`config.mk`:
```
export PLATFORM = sky130hd
export DESIGN_NAME = crm_mac
export DESIGN_NICKNAME = d
export VERILOG_FILES = /design/src/sv/convolution_reverb_mix_core_assert.svh /design/src/sv/crm_pkg.sv /design/src/sv/crm_mac.sv
export SDC_FILE = /design/constraint.sdc
export NUM_CORES = 2
export LEC_CHECK = 0
export BUFFER_PORTS_ARGS = -buffer_cell sky130_fd_sc_hd__buf_2
export CAP_MARGIN = 20
export CELL_PAD_IN_SITES_DETAIL_PLACEMENT = 0
export CELL_PAD_IN_SITES_GLOBAL_PLACEMENT = 1
export CORE_UTILIZATION = 40
export CTS_BUF_LIST = sky130_fd_sc_hd__clkbuf_4
export DETAILED_ROUTE_END_ITERATION = 8
export PLACE_DENSITY = 0.65
export SYNTH_ARGS = -nofsm -noshare
export SYNTH_HDL_FRONTEND = slang
export SYNTH_SLANG_ARGS = --single-unit
```
`constraint.sdc`:
```
create_clock -name clk_i -period 19.8 [get_ports clk_i]
set_input_delay 0.99 -clock clk_i [delete_from_list [all_inputs] [get_ports clk_i]]
set_output_delay 0.99 -clock clk_i [all_outputs]
set_load 0.005 [all_outputs]
```
`src/sv/convolution_reverb_mix_core_assert.svh`:
```
// assertion macros used by the convolution reverb core
`ifndef CONVOLUTION_REVERB_MIX_CORE_ASSERT_SVH
`define CONVOLUTION_REVERB_MIX_CORE_ASSERT_SVH

// property must hold on every rising clock edge outside reset
`define CRM_ASSERT(name, prop, msg) \
  name: assert property (@(posedge clk_i) disable iff (!rst_ni) (prop)) else $error(msg);

// condition must never be seen outside reset
`define CRM_ASSERT_NEVER(name, expr, msg) \
  name: assert property (@(posedge clk_i) disable iff (!rst_ni) !(expr)) else $error(msg);

`endif

```
`src/sv/crm_pkg.sv`:
```
`timescale 1ns / 1ps
`default_nettype none
package crm_pkg;

  // field widths
  localparam int SMP_W     = 16;
  localparam int IDX_W     = 10;
  localparam int TC_W      = 11;
  localparam int GAIN_W    = 16;
  localparam int CFG_IDX_W = 2;
  localparam int PROD_W    = 32;
  localparam int IN_DATA_W = 32;

  // operation codes carried in tuser
  localparam logic OP_LOAD   = 1'b0;
  localparam logic OP_SAMPLE = 1'b1;

  // register indexes
  localparam logic [CFG_IDX_W-1:0] CFG_TAP_COUNT = 2'd0;
  localparam logic [CFG_IDX_W-1:0] CFG_WET_GAIN  = 2'd1;
  localparam logic [CFG_IDX_W-1:0] CFG_DRY_GAIN  = 2'd2;

  // register reset values
  localparam logic [TC_W-1:0]          TAP_COUNT_RST = 11'd1;
  localparam logic signed [GAIN_W-1:0] WET_GAIN_RST  = 16'sd4096;
  localparam logic signed [GAIN_W-1:0] DRY_GAIN_RST  = 16'sd0;

  // sequencer to datapath controls
  typedef struct packed {
    logic start;
    logic mul_en;
    logic mul_dry;
    logic wet_en;
  } mac_ctrl_t;

  // mixed and saturated result
  typedef struct packed {
    logic [SMP_W-1:0] smp;
    logic             clip;
  } mac_res_t;

endpackage
`default_nettype wire

```
`src/sv/crm_mac.sv`:
```
`timescale 1ns / 1ps
`default_nettype none
module crm_mac import crm_pkg::*; #(
  parameter int ACC_W = 42
) (
  input  logic                     clk_i,
  input  logic                     rst_ni,
  input  mac_ctrl_t                ctrl_i,
  input  logic signed [SMP_W-1:0]  tap_i,
  input  logic signed [SMP_W-1:0]  dly_i,
  input  logic signed [SMP_W-1:0]  smp_i,
  input  logic signed [GAIN_W-1:0] wet_gain_i,
  input  logic signed [GAIN_W-1:0] dry_gain_i,
  output logic                     busy_o,
  output mac_res_t                 res_o
);

  localparam int WET_W  = ACC_W + GAIN_W;
  localparam int TOT_W  = WET_W + 1;
  localparam int RND_SH = 27;
  localparam int DRY_SH = 15;
  localparam int R_W    = TOT_W - RND_SH;

  localparam logic signed [TOT_W-1:0] RND_ADD = TOT_W'(1) <<< (RND_SH - 1);
  localparam logic signed [R_W-1:0]   SAT_MAX = R_W'(32767);
  localparam logic signed [R_W-1:0]   SAT_MIN = R_W'(-32768);

  logic signed [SMP_W-1:0]  mul_a;
  logic signed [SMP_W-1:0]  mul_b;
  logic signed [PROD_W-1:0] prod_d;
  logic signed [PROD_W-1:0] prod_q;
  logic                     prod_vld_q;
  logic                     prod_dry_q;
  logic signed [ACC_W-1:0]  acc_q;
  logic signed [PROD_W-1:0] dry_q;
  logic signed [WET_W-1:0]  wet_d;
  logic signed [WET_W-1:0]  wet_q;
  logic signed [TOT_W-1:0]  tot;
  logic signed [R_W-1:0]    rnd;

  // shared multiplier: tap times history, or sample times dry gain
  always_comb begin
    mul_a  = ctrl_i.mul_dry ? smp_i : tap_i;
    mul_b  = ctrl_i.mul_dry ? dry_gain_i : dly_i;
    prod_d = mul_a * mul_b;
  end

  always_ff @(posedge clk_i or negedge rst_ni) begin
    if (!rst_ni) begin
      prod_vld_q <= 1'b0;
      prod_dry_q <= 1'b0;
    end else begin
      prod_vld_q <= ctrl_i.mul_en;
      prod_dry_q <= ctrl_i.mul_dry;
    end
  end

  always_ff @(posedge clk_i) begin
    if (ctrl_i.mul_en) begin
      prod_q <= prod_d;
    end
  end

  // accumulate products, park the dry term aside
  always_ff @(posedge clk_i) begin
    if (ctrl_i.start) begin
      acc_q <= '0;
    end else if (prod_vld_q && !prod_dry_q) begin
      acc_q <= acc_q + ACC_W'(prod_q);
    end
    if (prod_vld_q && prod_dry_q) begin
      dry_q <= prod_q;
    end
  end

  // wet gain on the finished sum
  assign wet_d = acc_q * wet_gain_i;

  always_ff @(posedge clk_i) begin
    if (ctrl_i.wet_en) begin
      wet_q <= wet_d;
    end
  end

  // mix, round half up to q0.15, saturate
  always_comb begin
    tot = TOT_W'(wet_q) + (TOT_W'(dry_q) <<< DRY_SH) + RND_ADD;
    rnd = R_W'(tot >>> RND_SH);
    if (rnd > SAT_MAX) begin
      res_o.smp  = 16'h7fff;
      res_o.clip = 1'b1;
    end else if (rnd < SAT_MIN) begin
      res_o.smp  = 16'h8000;
      res_o.clip = 1'b1;
    end else begin
      res_o.smp  = rnd[SMP_W-1:0];
      res_o.clip = 1'b0;
    end
  end

  assign busy_o = prod_vld_q;

endmodule
`default_nettype wire

```
==> impl_metrics.env <==
export IMPL_outcome="completed"
export IMPL_arrival_ns=8.86
export IMPL_seq_area_mm2=0.00410
export IMPL_crit_type="reg2reg"
export IMPL_grt_first_pass_wirelength_um=184000
export IMPL_fin_skew_ns=0.0342
export IMPL_fin_setup_tns_ns=0
export IMPL_clockBufferDepth=2
export IMPL_final_fill_count=10400
export IMPL_finalSetupViolCount=0
export IMPL_root_buffer="clkbuf_4"
export IMPL_place_hpwl_um=92300
export IMPL_period_needed_ns=8.46
export IMPL_synth_mux_area_share_pct=1.61
export IMPL_cts_resized=0
export IMPL_vias=30000
export IMPL_met3_usage_pct=3.90
export IMPL_met1_usage_pct=31.2
export IMPL_cp_start_kind="flop"
export IMPL_avgRoutedWirePerCell_um=19.1
export IMPL_gp_congestion=0.898
export IMPL_grt_max_degree=62
export IMPL_drt_total_wl_um=114000
export IMPL_rrSetupSlack_ns=11.34
export IMPL_drive_gt1_share_pct=6.10
export IMPL_drtIter0Drc=1800
export IMPL_drv_slew=0
export IMPL_synth_compound_area_share_pct=7.14
export IMPL_worstSkewPairLatency_ns=0.65
export IMPL_placementRows=118
export IMPL_timing_rr_start="acc_q[26]$_SDFFE_PP0P_"
export IMPL_use_met2_pct=37.1
export IMPL_rsz0062_at_grt="false"
export IMPL_synth_area_top_cells="fa_1 43%, ha_1 10%, inv_1 10%"
export IMPL_ys_flop_type="edfxtp_1"
export IMPL_cp_data_required_time_ns=20.20
export IMPL_cts_htree_levels=4
export IMPL_synthSimpleGateAreaFrac_pct=14.1
export IMPL_multi_input_area_mm2=0.0327
export IMPL_synthCells=4599
export IMPL_synth_top_family_by_area="adder cells"
export IMPL_synth_edf_count=107
export IMPL_synth_seq_area_share_pct=9.84
export IMPL_crit_top_cell="fa_1"
export IMPL_grt_overflow_total=0
export IMPL_tritoncts="done"
export IMPL_die_height_um=325
export IMPL_syn_num_nets=5910
export IMPL_yosysUniqueCellTypes=94
export IMPL_holdBufCountCts=0
export IMPL_drv_cap=0
export IMPL_mostFrequentLayoutCell="inv_1"
export IMPL_yosys_area_top_type="fa_1"
export IMPL_busiest_layer="met2"
export IMPL_dieArea_mm2=0.106
export IMPL_netlist_area_mm2=0.0417
export IMPL_avgViaCountPerCell=5.00
export IMPL_fin_nets=5919
export IMPL_die_w_um=325
export IMPL_slew_headroom_pct=16.8
export IMPL_antenna_left=0
export IMPL_worstMarginPinSlew_ns=1.21
export IMPL_critPathMaxFanout=18
export IMPL_start_util_pct=40.3
export IMPL_io_pins=104
export IMPL_synthArstFlopShare_pct=1.32
export IMPL_final_cell_mix="1,111 x inv_1, 888 x fa_1, 689 x nand2_1"
export IMPL_numCtsBuffers=17
export IMPL_synthAdderAreaFrac_pct=52.8
export IMPL_dr_pass1_iters=7
export IMPL_grt_antenna_before_repair=3
export IMPL_crit_slowest_cell="dfxtp_1"
export IMPL_grt_total_usage_pct=22.6
export IMPL_path_cells="nand2_1 -> fa_1 -> inv_1 -> fa_1 -> inv_1 -> fa_1 -> inv_1 -> fa_1 -> fa_1 -> inv_1 -> fa_1 -> inv_1 -> ha_1 -> a21oi_1 -> o211ai_1 -> a211oi_1 -> nand3_1 -> o2111ai_2 -> nand3_1 -> a41o_1 -> a221o_1 -> a311o_1 -> a31oi_1 -> xnor2_1"
export IMPL_clkSlewWorstSetupHoldPaths_ns=0.16
export IMPL_synth_top_area_share_pct=42.6
export IMPL_cts_sinks=151
export IMPL_finalHoldViolations=0
export IMPL_syn_to_final_growth_pct=5.66
export IMPL_grt_pass1_vias=32100
export IMPL_fin_crit_sh_pct=42.7
export IMPL_crit_path_end_kind="flop"
export IMPL_hold_class="in2async"
export IMPL_drc=0
export IMPL_io_buffers=103
export IMPL_ys_ff_latch=151
export IMPL_core_area_mm2=0.103
export IMPL_fmax_mhz=118
export IMPL_synth_xor_area_share_pct=2.91
export IMPL_synth_warnings=0
export IMPL_cts_setup_buffers=0
export IMPL_max_stage_delay_ns=1.05
export IMPL_rr_endpoint="wet_q[57]$_DFFE_PP_"
export IMPL_post_synth_cell_area_avg_um2=9.06
export IMPL_worstRegToRegCells=24
metrics by stage:
step	instance area, um^2	hold WS, ns	instances	setup WS [ns]	utilization (%)
floorplan	41700	0.433	4599	11.80	-
global placement	43700	0.448	5964	10.72	42.2
detailed placement	43700	0.459	5966	10.69	42.3
CTS	44000	0.0395	5998	11.36	42.6
global route	44000	0.0468	6002	10.92	42.6
finish	44000	0.102	6002	11.34	42.6
per-layer routing:
layer | up-vias | wire, um | part of all wire (%)
li1 | 13900 | - | -
met1 | 15400 | 51600 | 45
met2 | 704 | 53600 | 47
met3 | 112 | 6870 | 6.0
met4 | 0 | 2400 | 2.1
met5 | - | 0 | 0
Yosys cell counts, types with 29 or more instances:
cell type / count
xnor2_1: 94
a21o_1: 62
fa_1: 888
a21oi_1: 148
and2_1: 225
mux2_2: 33
clkbuf_1: 161
nor2_1: 226
nand2b_1: 29
ha_1: 337
xor2_1: 41
o21ai_0: 64
mux2i_1: 30
edfxtp_1: 107
nand2_1: 689
dfxtp_1: 42
inv_1: 1111
critical path: cells and delay by family, from the launching register on:
family | cells | cell delay, ns
compound gates | 8 | 2.65
simple gates | 3 | 0.75
flops | 1 | 1.05
fa+ha+maj | 7 | 3.41
buf+inv | 5 | 0.25
xor+xnor | 1 | 0.08
kinds of logic (layout without fill, tap and decap cells):
logic type | after synthesis | after routing
AOI/OAI and AO/OA | 438 | 438
other | 0 | 1
muxes | 63 | 63
xor gates and xnor gates | 137 | 137
buffers and inverters | 1284 | 1306
adders and majority gates | 1225 | 1225
DFF | 151 | 151
and+or+nand+nor | 1301 | 1301
state kept, by name, summed over array words and instances (netlist names):
signal	cells
busy_o	1
prod_q	32
prod_dry_q	1
wet_q	43
dry_q	32
acc_q	42
cell type report:
type	instances	share of cell area (%)
Multi-Input combinational cell	3164	74.3
Inverter	1113	9.48
Sequential cell	151	9.32
Tap cell	1380	3.92
Timing Repair Buffer	161	2.20
Clock inverter	15	0.454
Clock buffer	17	0.290
Antenna cell	1	0.00568
worst max-delay path by stage:
stage	start	to	slack, ns	cells after the start
2_1_floorplan	ctrl_i[1]	prod_q[30]$_DFFE_PP_	11.80	27
3_3_place_gp	ctrl_i[1]	prod_q[30]$_DFFE_PP_	10.72	26
3_5_place_dp	ctrl_i[1]	prod_q[30]$_DFFE_PP_	10.69	26
4_1_cts	acc_q[26]$_SDFFE_PP0P_	wet_q[57]$_DFFE_PP_	11.36	24
5_1_grt	acc_q[26]$_SDFFE_PP0P_	wet_q[57]$_DFFE_PP_	10.92	24
6_report	acc_q[26]$_SDFFE_PP0P_	wet_q[57]$_DFFE_PP_	11.34	24
Power is left out: the tool's default activity adds up to more than one toggle a clock period on the data nets, which glitch-free logic cannot reach.
